[src/design/swt_pkg.sv]
`default_nettype none

package swt_pkg;

   // Token kinds carried on the result channel
   typedef enum logic [2:0] {
      KIND_CHAR     = 3'd0,
      KIND_WORD_END = 3'd1,
      KIND_BLANK    = 3'd2,
      KIND_GREATER  = 3'd3,
      KIND_LESS     = 3'd4,
      KIND_PIPE     = 3'd5,
      KIND_EOL      = 3'd6
   } kind_type;

   // Scan modes of the tokenizer
   typedef enum logic [2:0] {
      MODE_START   = 3'd0,
      MODE_BLANK   = 3'd1,
      MODE_WORD    = 3'd2,
      MODE_DQ      = 3'd3,
      MODE_SQ      = 3'd4,
      MODE_WORD_BS = 3'd5,
      MODE_DQ_BS   = 3'd6,
      MODE_SQ_BS   = 3'd7
   } mode_type;

   localparam logic [7:0] CH_GREATER = 8'h3E;
   localparam logic [7:0] CH_LESS    = 8'h3C;
   localparam logic [7:0] CH_PIPE    = 8'h7C;
   localparam logic [7:0] CH_DQUOTE  = 8'h22;
   localparam logic [7:0] CH_SQUOTE  = 8'h27;
   localparam logic [7:0] CH_BSLASH  = 8'h5C;
   localparam logic [7:0] CH_NEWLINE = 8'h0A;

   localparam int MAX_RESULTS     = 3;
   localparam int SWT_QUEUE_DEPTH = 4;

   // One result
   typedef struct packed {
      kind_type   kind;
      logic [7:0] ch;
   } res_type;

   // All results caused by one input item
   typedef struct packed {
      logic [1:0]                      count;
      res_type [MAX_RESULTS-1:0]       res;
   } bundle_type;

   // Queue status used for the request stall and by the back
   typedef struct packed {
      logic full;
      logic empty;
   } queue_status_type;

endpackage

`default_nettype wire

[src/design/swt_front.sv]
`default_nettype none

module swt_front
   import swt_pkg::*;
(
   input  wire logic       clock,
   input  wire logic       reset,
   input  wire logic       accept,
   input  wire logic [7:0] in_char,
   input  wire logic       line_end,
   output      logic       push,
   output      bundle_type push_bundle
);

   typedef struct packed {
      logic     emit;
      kind_type kind;
      mode_type mode;
   } start_type;

   mode_type   mode_ff;
   mode_type   mode_in;
   bundle_type bnd;
   start_type  st;

   function automatic logic is_blank(logic [7:0] c);
      return c == 8'h20 || c == 8'h09 || c == 8'h0A || c == 8'h0B ||
             c == 8'h0C || c == 8'h0D;
   endfunction

   function automatic bundle_type put(bundle_type b, kind_type k, logic [7:0] c);
      bundle_type r;
      r = b;
      if (b.count != 2'd3) begin
         r.res[b.count] = '{kind: k, ch: c};
         r.count        = b.count + 2'd1;
      end
      return r;
   endfunction

   // Character seen at token start; blank handled by caller where needed
   function automatic start_type at_start(logic [7:0] c);
      start_type s;
      s = '{emit: 1'b0, kind: KIND_CHAR, mode: MODE_START};
      if (is_blank(c)) begin
         s.mode = MODE_BLANK;
      end else if (c == CH_GREATER) begin
         s.emit = 1'b1;
         s.kind = KIND_GREATER;
      end else if (c == CH_LESS) begin
         s.emit = 1'b1;
         s.kind = KIND_LESS;
      end else if (c == CH_PIPE) begin
         s.emit = 1'b1;
         s.kind = KIND_PIPE;
      end else if (c == CH_DQUOTE) begin
         s.mode = MODE_DQ;
      end else if (c == CH_SQUOTE) begin
         s.mode = MODE_SQ;
      end else if (c == CH_BSLASH) begin
         s.mode = MODE_WORD_BS;
      end else begin
         s.emit = 1'b1;
         s.mode = MODE_WORD;
      end
      return s;
   endfunction

   always_comb begin
      bnd     = '0;
      mode_in = mode_ff;
      st      = at_start(in_char);
      if (line_end) begin
         unique case (mode_ff)
            MODE_BLANK: begin
               bnd     = put(bnd, KIND_BLANK, 8'h00);
               bnd     = put(bnd, KIND_EOL, 8'h00);
               mode_in = MODE_START;
            end
            MODE_WORD: begin
               bnd     = put(bnd, KIND_WORD_END, 8'h00);
               bnd     = put(bnd, KIND_EOL, 8'h00);
               mode_in = MODE_START;
            end
            MODE_WORD_BS: begin
               bnd     = put(bnd, KIND_CHAR, CH_BSLASH);
               bnd     = put(bnd, KIND_WORD_END, 8'h00);
               bnd     = put(bnd, KIND_EOL, 8'h00);
               mode_in = MODE_START;
            end
            MODE_DQ, MODE_SQ: begin
               bnd = put(bnd, KIND_CHAR, CH_NEWLINE);
            end
            MODE_DQ_BS: begin
               bnd     = put(bnd, KIND_CHAR, CH_BSLASH);
               bnd     = put(bnd, KIND_CHAR, CH_NEWLINE);
               mode_in = MODE_DQ;
            end
            MODE_SQ_BS: begin
               bnd     = put(bnd, KIND_CHAR, CH_BSLASH);
               bnd     = put(bnd, KIND_CHAR, CH_NEWLINE);
               mode_in = MODE_SQ;
            end
            default: begin
               bnd     = put(bnd, KIND_EOL, 8'h00);
               mode_in = MODE_START;
            end
         endcase
      end else begin
         unique case (mode_ff)
            MODE_START, MODE_BLANK: begin
               if (!(mode_ff == MODE_BLANK && is_blank(in_char))) begin
                  if (mode_ff == MODE_BLANK) begin
                     bnd = put(bnd, KIND_BLANK, 8'h00);
                  end
                  if (st.emit) begin
                     bnd = put(bnd, st.kind, (st.kind == KIND_CHAR) ? in_char : 8'h00);
                  end
                  mode_in = st.mode;
               end
            end
            MODE_WORD: begin
               if (is_blank(in_char)) begin
                  bnd     = put(bnd, KIND_WORD_END, 8'h00);
                  mode_in = MODE_BLANK;
               end else if (in_char == CH_PIPE) begin
                  bnd     = put(bnd, KIND_WORD_END, 8'h00);
                  bnd     = put(bnd, KIND_PIPE, 8'h00);
                  mode_in = MODE_START;
               end else if (in_char == CH_DQUOTE) begin
                  mode_in = MODE_DQ;
               end else if (in_char == CH_SQUOTE) begin
                  mode_in = MODE_SQ;
               end else if (in_char == CH_BSLASH) begin
                  mode_in = MODE_WORD_BS;
               end else begin
                  bnd = put(bnd, KIND_CHAR, in_char);
               end
            end
            MODE_DQ: begin
               if (in_char == CH_DQUOTE) begin
                  mode_in = MODE_WORD;
               end else if (in_char == CH_BSLASH) begin
                  mode_in = MODE_DQ_BS;
               end else begin
                  bnd = put(bnd, KIND_CHAR, in_char);
               end
            end
            MODE_SQ: begin
               if (in_char == CH_SQUOTE) begin
                  mode_in = MODE_WORD;
               end else if (in_char == CH_BSLASH) begin
                  mode_in = MODE_SQ_BS;
               end else begin
                  bnd = put(bnd, KIND_CHAR, in_char);
               end
            end
            MODE_WORD_BS: begin
               if (!(in_char == CH_BSLASH || in_char == CH_DQUOTE ||
                     in_char == CH_SQUOTE)) begin
                  bnd = put(bnd, KIND_CHAR, CH_BSLASH);
               end
               bnd     = put(bnd, KIND_CHAR, in_char);
               mode_in = MODE_WORD;
            end
            MODE_DQ_BS: begin
               if (!(in_char == CH_BSLASH || in_char == CH_DQUOTE)) begin
                  bnd = put(bnd, KIND_CHAR, CH_BSLASH);
               end
               bnd     = put(bnd, KIND_CHAR, in_char);
               mode_in = MODE_DQ;
            end
            MODE_SQ_BS: begin
               if (!(in_char == CH_BSLASH || in_char == CH_SQUOTE)) begin
                  bnd = put(bnd, KIND_CHAR, CH_BSLASH);
               end
               bnd     = put(bnd, KIND_CHAR, in_char);
               mode_in = MODE_SQ;
            end
            default: begin
               mode_in = MODE_START;
            end
         endcase
      end
   end

   assign push        = accept && (bnd.count != 2'd0);
   assign push_bundle = bnd;

   always_ff @(posedge clock) begin
      if (reset) begin
         mode_ff <= MODE_START;
      end else if (accept) begin
         mode_ff <= mode_in;
      end
   end

endmodule

`default_nettype wire

[src/design/swt_queue.sv]
`default_nettype none

module swt_queue
   import swt_pkg::*;
#(
   parameter int DEPTH = SWT_QUEUE_DEPTH
) (
   input  wire logic       clock,
   input  wire logic       reset,
   input  wire logic       push,
   input  wire bundle_type push_bundle,
   input  wire logic       pop,
   output      bundle_type head_bundle,
   output queue_status_type status
);

   localparam int PTR_W = (DEPTH > 1) ? $clog2(DEPTH) : 1;
   localparam int CNT_W = $clog2(DEPTH + 1);

   bundle_type       mem_ff [DEPTH];
   logic [PTR_W-1:0] wr_ptr_ff, wr_ptr_in;
   logic [PTR_W-1:0] rd_ptr_ff, rd_ptr_in;
   logic [CNT_W-1:0] count_ff, count_in;

   function automatic logic [PTR_W-1:0] bump(logic [PTR_W-1:0] p);
      return (p == PTR_W'(DEPTH - 1)) ? '0 : p + PTR_W'(1);
   endfunction

   assign status.full  = (count_ff == CNT_W'(DEPTH));
   assign status.empty = (count_ff == '0);
   assign head_bundle  = mem_ff[rd_ptr_ff];

   always_comb begin
      wr_ptr_in = push ? bump(wr_ptr_ff) : wr_ptr_ff;
      rd_ptr_in = pop  ? bump(rd_ptr_ff) : rd_ptr_ff;
      count_in  = count_ff;
      if (push && !pop) begin
         count_in = count_ff + CNT_W'(1);
      end else if (pop && !push) begin
         count_in = count_ff - CNT_W'(1);
      end
   end

   always_ff @(posedge clock) begin
      if (push) begin
         mem_ff[wr_ptr_ff] <= push_bundle;
      end
   end

   always_ff @(posedge clock) begin
      if (reset) begin
         wr_ptr_ff <= '0;
         rd_ptr_ff <= '0;
         count_ff  <= '0;
      end else begin
         wr_ptr_ff <= wr_ptr_in;
         rd_ptr_ff <= rd_ptr_in;
         count_ff  <= count_in;
      end
   end

endmodule

`default_nettype wire

[src/design/swt_back.sv]
`default_nettype none

module swt_back
   import swt_pkg::*;
(
   input  wire logic             clock,
   input  wire logic             reset,
   input  wire bundle_type       head_bundle,
   input  wire queue_status_type status,
   output      logic             pop,
   output      logic             rsp_valid,
   input  wire logic             rsp_stall,
   output      logic [2:0]       rsp_token_kind,
   output      logic [7:0]       rsp_out_char,
   output      logic             rsp_last
);

   logic       valid_ff, valid_in;
   logic [1:0] idx_ff, idx_in;
   kind_type   kind_ff;
   logic [7:0] char_ff;
   logic       last_ff;
   logic       load;
   logic       at_end;
   res_type    cur;

   always_comb begin
      load     = !status.empty && (!valid_ff || !rsp_stall);
      cur      = head_bundle.res[idx_ff];
      at_end   = (idx_ff == head_bundle.count - 2'd1);
      pop      = load && at_end;
      idx_in   = idx_ff;
      if (load) begin
         idx_in = at_end ? 2'd0 : idx_ff + 2'd1;
      end
      valid_in = valid_ff;
      if (load) begin
         valid_in = 1'b1;
      end else if (!rsp_stall) begin
         valid_in = 1'b0;
      end
   end

   always_ff @(posedge clock) begin
      if (reset) begin
         valid_ff <= 1'b0;
         idx_ff   <= 2'd0;
      end else begin
         valid_ff <= valid_in;
         idx_ff   <= idx_in;
      end
   end

   always_ff @(posedge clock) begin
      if (load) begin
         kind_ff <= cur.kind;
         char_ff <= cur.ch;
         last_ff <= at_end;
      end
   end

   assign rsp_valid      = valid_ff;
   assign rsp_token_kind = kind_ff;
   assign rsp_out_char   = char_ff;
   assign rsp_last       = last_ff;

endmodule

`default_nettype wire

[src/design/shell_word_tokenizer.sv]
`default_nettype none

// Streaming shell command-line tokenizer. Each request item carries one
// character, or an end-of-line mark when req_line_end is set, and causes zero
// to three response items: word characters with quotes removed and with a
// backslash dropped where it escapes a quote or backslash, and token ends for
// word, blank run, '>', '<', pipe and end of line; rsp_last flags the final
// response of each request. The front end takes one request per clock while
// req_stall is low, updates the scan mode and writes that request's responses
// as one entry into a bundle queue of QUEUE_DEPTH entries; the back end drains
// the queue into a registered output, one response per clock while rsp_stall
// is low. The back end sends a bundle's responses one by one, so the sustained
// request rate is one per clock as long as the average response count stays at
// one or below and rsp_stall stays low; bursts above that are absorbed by the
// queue, and req_stall rises only when the queue is full.

module shell_word_tokenizer
   import swt_pkg::*;
#(
   parameter int QUEUE_DEPTH = SWT_QUEUE_DEPTH
) (
   input  wire logic       clock,
   input  wire logic       reset,
   input  wire logic       req_valid,
   output      logic       req_stall,
   input  wire logic [7:0] req_in_char,
   input  wire logic       req_line_end,
   output      logic       rsp_valid,
   input  wire logic       rsp_stall,
   output      logic [2:0] rsp_token_kind,
   output      logic [7:0] rsp_out_char,
   output      logic       rsp_last
);

   logic             accept;
   logic             push;
   logic             pop;
   bundle_type       push_bundle;
   bundle_type       head_bundle;
   queue_status_type status;

   // Hold requests off only while the queue has no room for a bundle
   assign req_stall = status.full;
   assign accept    = req_valid && !req_stall;

   // Front: classify the character and advance the scan mode
   swt_front u_front (
      .clock       (clock),
      .reset       (reset),
      .accept      (accept),
      .in_char     (req_in_char),
      .line_end    (req_line_end),
      .push        (push),
      .push_bundle (push_bundle)
   );

   // Bundle queue between front and back
   swt_queue #(
      .DEPTH (QUEUE_DEPTH)
   ) u_queue (
      .clock       (clock),
      .reset       (reset),
      .push        (push),
      .push_bundle (push_bundle),
      .pop         (pop),
      .head_bundle (head_bundle),
      .status      (status)
   );

   // Back: serialize each bundle into response items
   swt_back u_back (
      .clock          (clock),
      .reset          (reset),
      .head_bundle    (head_bundle),
      .status         (status),
      .pop            (pop),
      .rsp_valid      (rsp_valid),
      .rsp_stall      (rsp_stall),
      .rsp_token_kind (rsp_token_kind),
      .rsp_out_char   (rsp_out_char),
      .rsp_last       (rsp_last)
   );

endmodule

`default_nettype wire

[config.mk]
export PLATFORM = sky130hd
export DESIGN_NAME = shell_word_tokenizer
export DESIGN_NICKNAME = d
export VERILOG_FILES = /design/src/design/swt_pkg.sv /design/src/design/swt_front.sv /design/src/design/swt_queue.sv /design/src/design/swt_back.sv /design/src/design/shell_word_tokenizer.sv
export SDC_FILE = /design/constraint.sdc
export NUM_CORES = 1
export LEC_CHECK = 0
export BUFFER_PORTS_ARGS = -buffer_cell sky130_fd_sc_hd__buf_2
export CAP_MARGIN = 20
export CORE_MARGIN = 3
export CORE_UTILIZATION = 66
export DETAILED_ROUTE_END_ITERATION = 10
export PLACE_DENSITY_LB_ADDON = 0.1
export SLEW_MARGIN = 20
export SYNTH_ARGS = -nofsm -noshare
export SYNTH_HDL_FRONTEND = slang
export SYNTH_SLANG_ARGS = --single-unit
[constraint.sdc]
create_clock -name clock -period 10.3 [get_ports clock]
set_input_delay 1.03 -clock clock [delete_from_list [all_inputs] [get_ports clock]]
set_output_delay 1.03 -clock clock [all_outputs]
set_load 0.005 [all_outputs]
# Word-level counts from Yosys, hierarchy flattened
# Memories as Yosys holds them, arrays and structs flattened. A register that Yosys moved wholly into a read port is not among the register bits.
# Cells that the tools add are included.
[word_totals]
regBits = 25
mem_bits_rw = 140
out_inout_bits = 14
elab_cells = 285
memories = 1
[op_classes]
addsub = 17
n_lt_le_gt_ge = 23
eq_ne = 40
mux = 133
bitwise = 21
n_reduce_logical = 41
[memory_table]
columns = ["memory", "words", "width", "read_ports", "rd_clocked_by_memory_dff", "write_ports", "line_no", "rtl"]
rows = [
  ["u_queue.mem_ff", 4, 35, 1, 1, 1, "swt_queue.sv:20", "bundle_type mem_ff [DEPTH];"],
]
[op_table]
columns = ["op", "n"]
rows = [
  ["35-bit two-way mux", 30],
  ["11-bit two-way mux", 26],
  ["35-bit case mux with 7 select lines", 1],
  ["11-bit demux with 2-bit select", 11],
  ["35-bit case mux with 6 select lines", 1],
  ["34-bit two-way mux", 5],
  ["27-bit NOT", 6],
  ["9-bit by 27-bit bitwise AND with 27-bit output", 5],
  ["33-bit bitwise mux", 4],
  ["3-bit two-way mux", 21],
  ["8-bit by 4-bit == test with 1-bit output, second input constant", 5],
  ["8-bit by 6-bit == test with 1-bit output, second input constant", 5],
  ["2-bit two-way mux", 19],
  ["2-bit by 3-bit less-than comparator with 1-bit output, second input constant", 12],
  ["10-bit by 30-bit bitwise AND with 30-bit output", 1],
  ["30-bit NOT", 1],
  ["2-bit by 6-bit bitwise OR with 6-bit output", 5],
  ["2-bit by 1-bit adder with 2-bit output, second input constant", 14],
  ["27-bit bitwise AND", 1],
  ["2-bit != test, second input constant", 12],
  ["11-bit binary-select mux with 2-bit select", 1],
  ["2-bit by 1-bit >= comparator with 1-bit output, second input constant", 11],
  ["3-bit case mux with 7 select lines", 1],
  ["1-bit logical AND", 18],
  ["other kinds (25)", 59],
]

# Depth between registers and ports, before layout
[depth]
ltp_word = 27
ltp_mapped = 18
depth_no_buf = 17

# Modules after synthesis
# Synthesis repeated with hierarchy kept, for this count alone.
[unflattened]
hier_cells = 508
area_unflattened_um2 = 7734.9
[by_module_without_submodules]
columns = ["module", "n_inst", "cells_each", "area_each_um2", "seq_area_each_um2"]
rows = [
  ["swt_queue", 1, 227, 5542.8, 4384.2],
  ["swt_front", 1, 210, 1416.4, 60.1],
  ["swt_back", 1, 70, 762.0, 420.4],
  ["shell_word_tokenizer", 1, 1, 13.8, 0.0],
]

# Worst setup path after synthesis
# OpenSTA, ideal clock, no wires.
[synth_timing]
kind = "input to register"
start = "input port req_in_char[0]"
end = "register u_queue.count_ff[2]"
setup_time_ns = 0.071
t_arrival_ns = 4.621
slack_ns = 5.609
path_stages = 18
n_path_buf = 1
path_cell_list = "clkbuf_1 > or4b_1 > a21boi_1 > nor3_1 > nand2_1 > inv_1 > ha_1 > or3b_1 > a32o_1 > a311oi_1 > a21oi_1 > o32ai_4 > ha_1 > inv_1 > fa_1 > xor2_1 > or3_1 > a21oi_1"
[synth_via]
elab_chain_cells = 17
elab_cells_between_ends = 63
cone_classes = "add/sub (3); eq/ne (15); mux (30); reduce/logical (15)"
[synth_rtl]
columns = ["item", "line_no", "rtl"]
rows = [
  ["start, declared", "shell_word_tokenizer.sv:26", "input wire logic [7:0] req_in_char,"],
  ["8-bit by 7-bit == test with 1-bit output", "-", ""],
  ["1-bit two-way mux", "swt_front.sv:60", "end else if (c == CH_BSLASH) begin"],
  ["1-bit two-way mux", "swt_front.sv:58", "end else if (c == CH_SQUOTE) begin"],
  ["1-bit two-way mux", "swt_front.sv:56", "end else if (c == CH_DQUOTE) begin"],
  ["1-bit two-way mux", "swt_front.sv:53", "end else if (c == CH_PIPE) begin"],
  ["4-bit two-way mux", "swt_front.sv:50", "end else if (c == CH_LESS) begin"],
  ["4-bit two-way mux", "swt_front.sv:47", "end else if (c == CH_GREATER) begin"],
  ["4-bit two-way mux", "swt_front.sv:45", "if (is_blank(c)) begin"],
  ["(+2 left out)", "-", ""],
  ["35-bit case mux with 7 select lines *", "swt_front.sv:110", "unique case (mode_ff)"],
  ["35-bit two-way mux *", "swt_front.sv:73", "if (line_end) begin"],
  ["2-bit nonzero test *", "swt_front.sv:187", "assign push = accept && (bnd.count != 2'd0);"],
  ["1-bit logical AND *", "swt_front.sv:187", ""],
  ["net push", "shell_word_tokenizer.sv:36", "logic push;"],
  ["1-bit zero test", "swt_queue.sv:39", "end else if (pop && !push) begin"],
  ["1-bit logical AND", "swt_queue.sv:39", ""],
  ["2-bit nonzero test (no line)", "-", ""],
  ["end signal, assigned", "swt_queue.sv:58", "count_ff <= count_in;"],
  ["end, declared", "swt_queue.sv:23", "logic [CNT_W-1:0] count_ff, count_in;"],
]
# The timed path passes the listed nets; every way through them passes the cells marked *. The select of a mux whose other input is x is not followed.
# A chain may end at the register's enable or synchronous reset.

# Final worst setup path
[layout_timing]
start = "input port req_in_char[1]"
end = "register u_queue.count_ff[2]"
# The elaborated chain is that of the path after synthesis.

==> flow_metrics.tcl <==
set metrics [dict create \
    critPathArrivalTime_ns 5.18 \
    cp-startpoint "req_in_char[1]" \
    die_area_mm2 0.0105 \
    fin_crit_sh 0.460 \
    cp_cell_sequence "buf_2 -> or3b_1 -> nor3_1 -> nor3_1 -> nand2_1 -> inv_1 -> ha_1 -> or3b_1 -> a32o_1 -> a311oi_1 -> a21oi_1 -> o32ai_4 -> ha_1 -> inv_1 -> fa_1 -> xor2_1 -> or3_1 -> a21oi_1" \
    hold_class "flop to flop" \
    wl_per_cell_um 23.2 \
    track_usage 0.290 \
    synth-seq-cells 127 \
    grt_overflow 0 \
    fin_crit_ns 4.74 \
    slowest_stage "nor3_1" \
    vias 4116 \
    crit_path_start_kind "input pin" \
    path_class "input pin to flop" \
    end_kind "flop" \
    cts_tree "built" \
    drt-total-wl_um 13900 \
    cap_violations 0 \
    rsz0062_at_grt "no" \
    clock-root-buffer "clkbuf_8" \
    synth_flop_cell "edfxtp_1" \
    io_buffers 26 \
    synth_nets 476 \
    avgViaCountPerCell 6.84 \
    clk_path_buf_depth 2 \
    ys_seq_area_frac 0.598 \
    cts.sinks 127 \
    finalSetupViolCount 0 \
    drive_above_1_share 0.213 \
    post_cts_buffers 0 \
    final_util 0.782 \
    async_reset_ff_frac 0 \
    finalSetupTns_ns 0 \
    ff2ff_path_depth 14 \
    crit_path_max_incr_delay_ns 0.52 \
    crit_fanout 15 \
    endpoint "u_queue.count_ff[2]$_SDFFE_PP0P_" \
    critPathTopFamily "simple AND/OR/NAND/NOR gates" \
    p_per_area_mw_per_mm2 281 \
    drt-pass1-iter-count 5 \
    fin_nets 502 \
    cts_resized 0 \
    syn_area_mm2 0.00613 \
    slew_violations 0 \
    hold_buffers 0 \
    synth_cell_types 70 \
    grt_pass1_vias 4048 \
    cts_inserted_buffers 17 \
    status "finished, final reports clean" \
    whs_path_depth 2 \
    htree_num_levels 4 \
    fmax_mhz 211 \
    syn_to_final_growth_pct 12.9 \
    skew_ns 0.00921 \
    grt_max_degree 31 \
    ios 27 \
    num_antenna_cells 0 \
    required_ns 10.74 \
    clkTransAtPathRegs_ns 0.06 \
    drtIter0Drc 372 \
    fp.dieH_um 102 \
    rrSetupSlack_ns 6.27 \
    place_congestion 0.998 \
    avgSynthCellArea_um2 13.5 \
    antenna_found_initial 0 \
    ant_nets 0 \
    cp.depth 18 \
    die_w_um 102 \
    power_leakage_nw 2.38 \
    cp.buffers_inverters 3 \
    placementRows 34 \
    start_util 0.692 \
    r2r-start "u_front.mode_ff[0]$_SDFFE_PP0P_" \
    yosys_warnings 0 \
    max-slew-margin-rel 0.351 \
    synth_edf_count 112 \
    synthCells 455 \
    timing.rr.end "u_queue.count_ff[2]$_SDFFE_PP0P_" \
    worst_pin_slew_ns 0.972 \
    ir_worst_vdd_mv 0.186 \
    hold_violations 0 \
    post-dp-hpwl_um 8760 \
    clk_latency_ns 0.51 \
    grt_pass1_wl_um 22000 \
    route.detailed.drc 0 \
    core_mm2 0.00885 \
]
power by group:
group          internal (mW)  switching [mW]  total [mW]
combinational          0.240           0.308       0.548
sequential             0.752          0.0780       0.830
clock                  0.327           0.235       0.562
state kept, by name, indices dropped and copies added, names as in the netlist, named ones only:
name                   flops
u_back.idx_ff              2
u_back.rsp_last            1
u_back.rsp_out_char        8
u_back.rsp_token_kind      3
u_back.rsp_valid           1
u_front.mode_ff            3
u_queue.count_ff           3
u_queue.mem_ff           100
u_queue.rd_ptr_ff          2
u_queue.wr_ptr_ff          2
cell type report:
| type | instances | area [um2] |
|---|---|---|
| Multi-Input combinational cell | 289 | 2310 |
| Timing Repair Buffer | 34 | 190 |
| Inverter | 12 | 45.0 |
| Tap cell | 108 | 135 |
| Fill cell | 512 | 1930 |
| Sequential cell | 127 | 3660 |
| Clock inverter | 15 | 151 |
| Clock buffer | 17 | 414 |
placed cells by master, fill, tap and decap left out, types with 10 or more instances in the layout:
master | synthesis | layout
edfxtp_1 | 112 | 112
nand2_1 | 27 | 27
and2_1 | 12 | 12
o21ai_0 | 17 | 17
inv_1 | 12 | 12
nor3_1 | 10 | 10
a21oi_1 | 34 | 34
clkbuf_16 | 0 | 16
buf_2 | 2 | 26
nor2_1 | 29 | 29
mux4_2 | 24 | 24
mux2i_1 | 16 | 16
dfxtp_1 | 15 | 14
nand3_1 | 11 | 11
routing by layer:
layer,vias to the layer above,part of all wire,global-route usage
met5,-,0,0
met4,0,0.031,0.124
met3,40,0.083,0.0765
met2,231,0.49,0.453
met1,2009,0.40,0.388
li1,1836,-,-
Yosys cell counts, types with 2 or more instances:
master / count / area [um2]
edfxtp_1: 112 / 3360
a21oi_1: 34 / 170
nor2_1: 29 / 109
nand2_1: 27 / 101
mux4_2: 24 / 541
clkbuf_1: 22 / 82.6
o21ai_0: 17 / 85.1
mux2i_1: 16 / 160
dfxtp_1: 15 / 300
and2_1: 12 / 75.1
inv_1: 12 / 45.0
nand3_1: 11 / 55.1
nor3_1: 10 / 50.1
nand2b_1: 8 / 50.1
ha_1: 7 / 87.6
nand4_1: 5 / 31.3
a211oi_1: 4 / 30.0
a21o_1: 4 / 30.0
a31oi_1: 4 / 25.0
a311oi_1: 3 / 26.3
buf_1: 3 / 11.3
nor2b_1: 3 / 18.8
nor3b_1: 3 / 22.5
o211ai_1: 3 / 22.5
o32ai_1: 3 / 26.3
or3_1: 3 / 18.8
or3b_1: 3 / 26.3
xor2_1: 3 / 26.3
a21boi_0: 2 / 15.0
a21boi_1: 2 / 15.0
a32o_1: 2 / 20.0
and4_1: 2 / 17.5
buf_2: 2 / 10.0
nand3b_1: 2 / 15.0
nor4_1: 2 / 12.5
nor4bb_1: 2 / 20.0
o2111ai_1: 2 / 17.5
o21a_1: 2 / 15.0
o31a_1: 2 / 17.5
or2_2: 2 / 12.5
xnor2_1: 2 / 17.5
stage by stage:
step | std cells | cell area, um2 | worst slack (ns) | hold slack, ns | power, mW
3_3_place_gp | 570 | 6350 | 5.35 | 0.449 | 1.35
2_1_floorplan | 455 | 6130 | 5.61 | 0.462 | 1.21
4_1_cts | 602 | 6920 | 5.65 | 0.475 | 1.95
5_1_grt | 602 | 6920 | 5.29 | 0.498 | 2.04
6_report | 602 | 6920 | 5.56 | 0.472 | 1.94
3_5_place_dp | 570 | 6350 | 5.09 | 0.466 | 1.38
worst min-delay path by stage:
| stage | from | end | slack [ns] |
|---|---|---|---|
| 2_1_floorplan | u_back.rsp_valid$_SDFFE_PP0P_ | u_back.rsp_valid$_SDFFE_PP0P_ | 0.46 |
| 3_3_place_gp | u_back.rsp_valid$_SDFFE_PP0P_ | u_back.rsp_valid$_SDFFE_PP0P_ | 0.45 |
| 3_5_place_dp | u_back.rsp_valid$_SDFFE_PP0P_ | u_back.rsp_valid$_SDFFE_PP0P_ | 0.47 |
| 4_1_cts | u_back.rsp_valid$_SDFFE_PP0P_ | u_back.rsp_valid$_SDFFE_PP0P_ | 0.47 |
| 5_1_grt | u_back.rsp_valid$_SDFFE_PP0P_ | u_back.rsp_valid$_SDFFE_PP0P_ | 0.50 |
| 6_report | u_back.rsp_valid$_SDFFE_PP0P_ | u_back.rsp_valid$_SDFFE_PP0P_ | 0.47 |
worst register-to-register path: cells and delay by family (launching register included):
kind,cells,cell delay (ns)
flops,1,0.31
buf+inv,2,0.32
fa+ha+maj,3,0.93
xor+xnor,1,0.17
compound gates,5,1.09
simple gates,3,1.13
cells by family after synthesis:
| group | Yosys count | synth area share |
|---|---|---|
| AND/OR/NAND/NOR | 134 | 0.122 |
| flip-flops | 127 | 0.598 |
| AO/OA/AOI/OAI | 100 | 0.113 |
| XOR/XNOR | 5 | 0.00715 |
| adder cells (fa/ha/maj) | 8 | 0.0176 |
| multiplexers | 42 | 0.119 |
| buffers and inverters | 39 | 0.0243 |
Note: power is estimated with default switching activity, not from simulation.
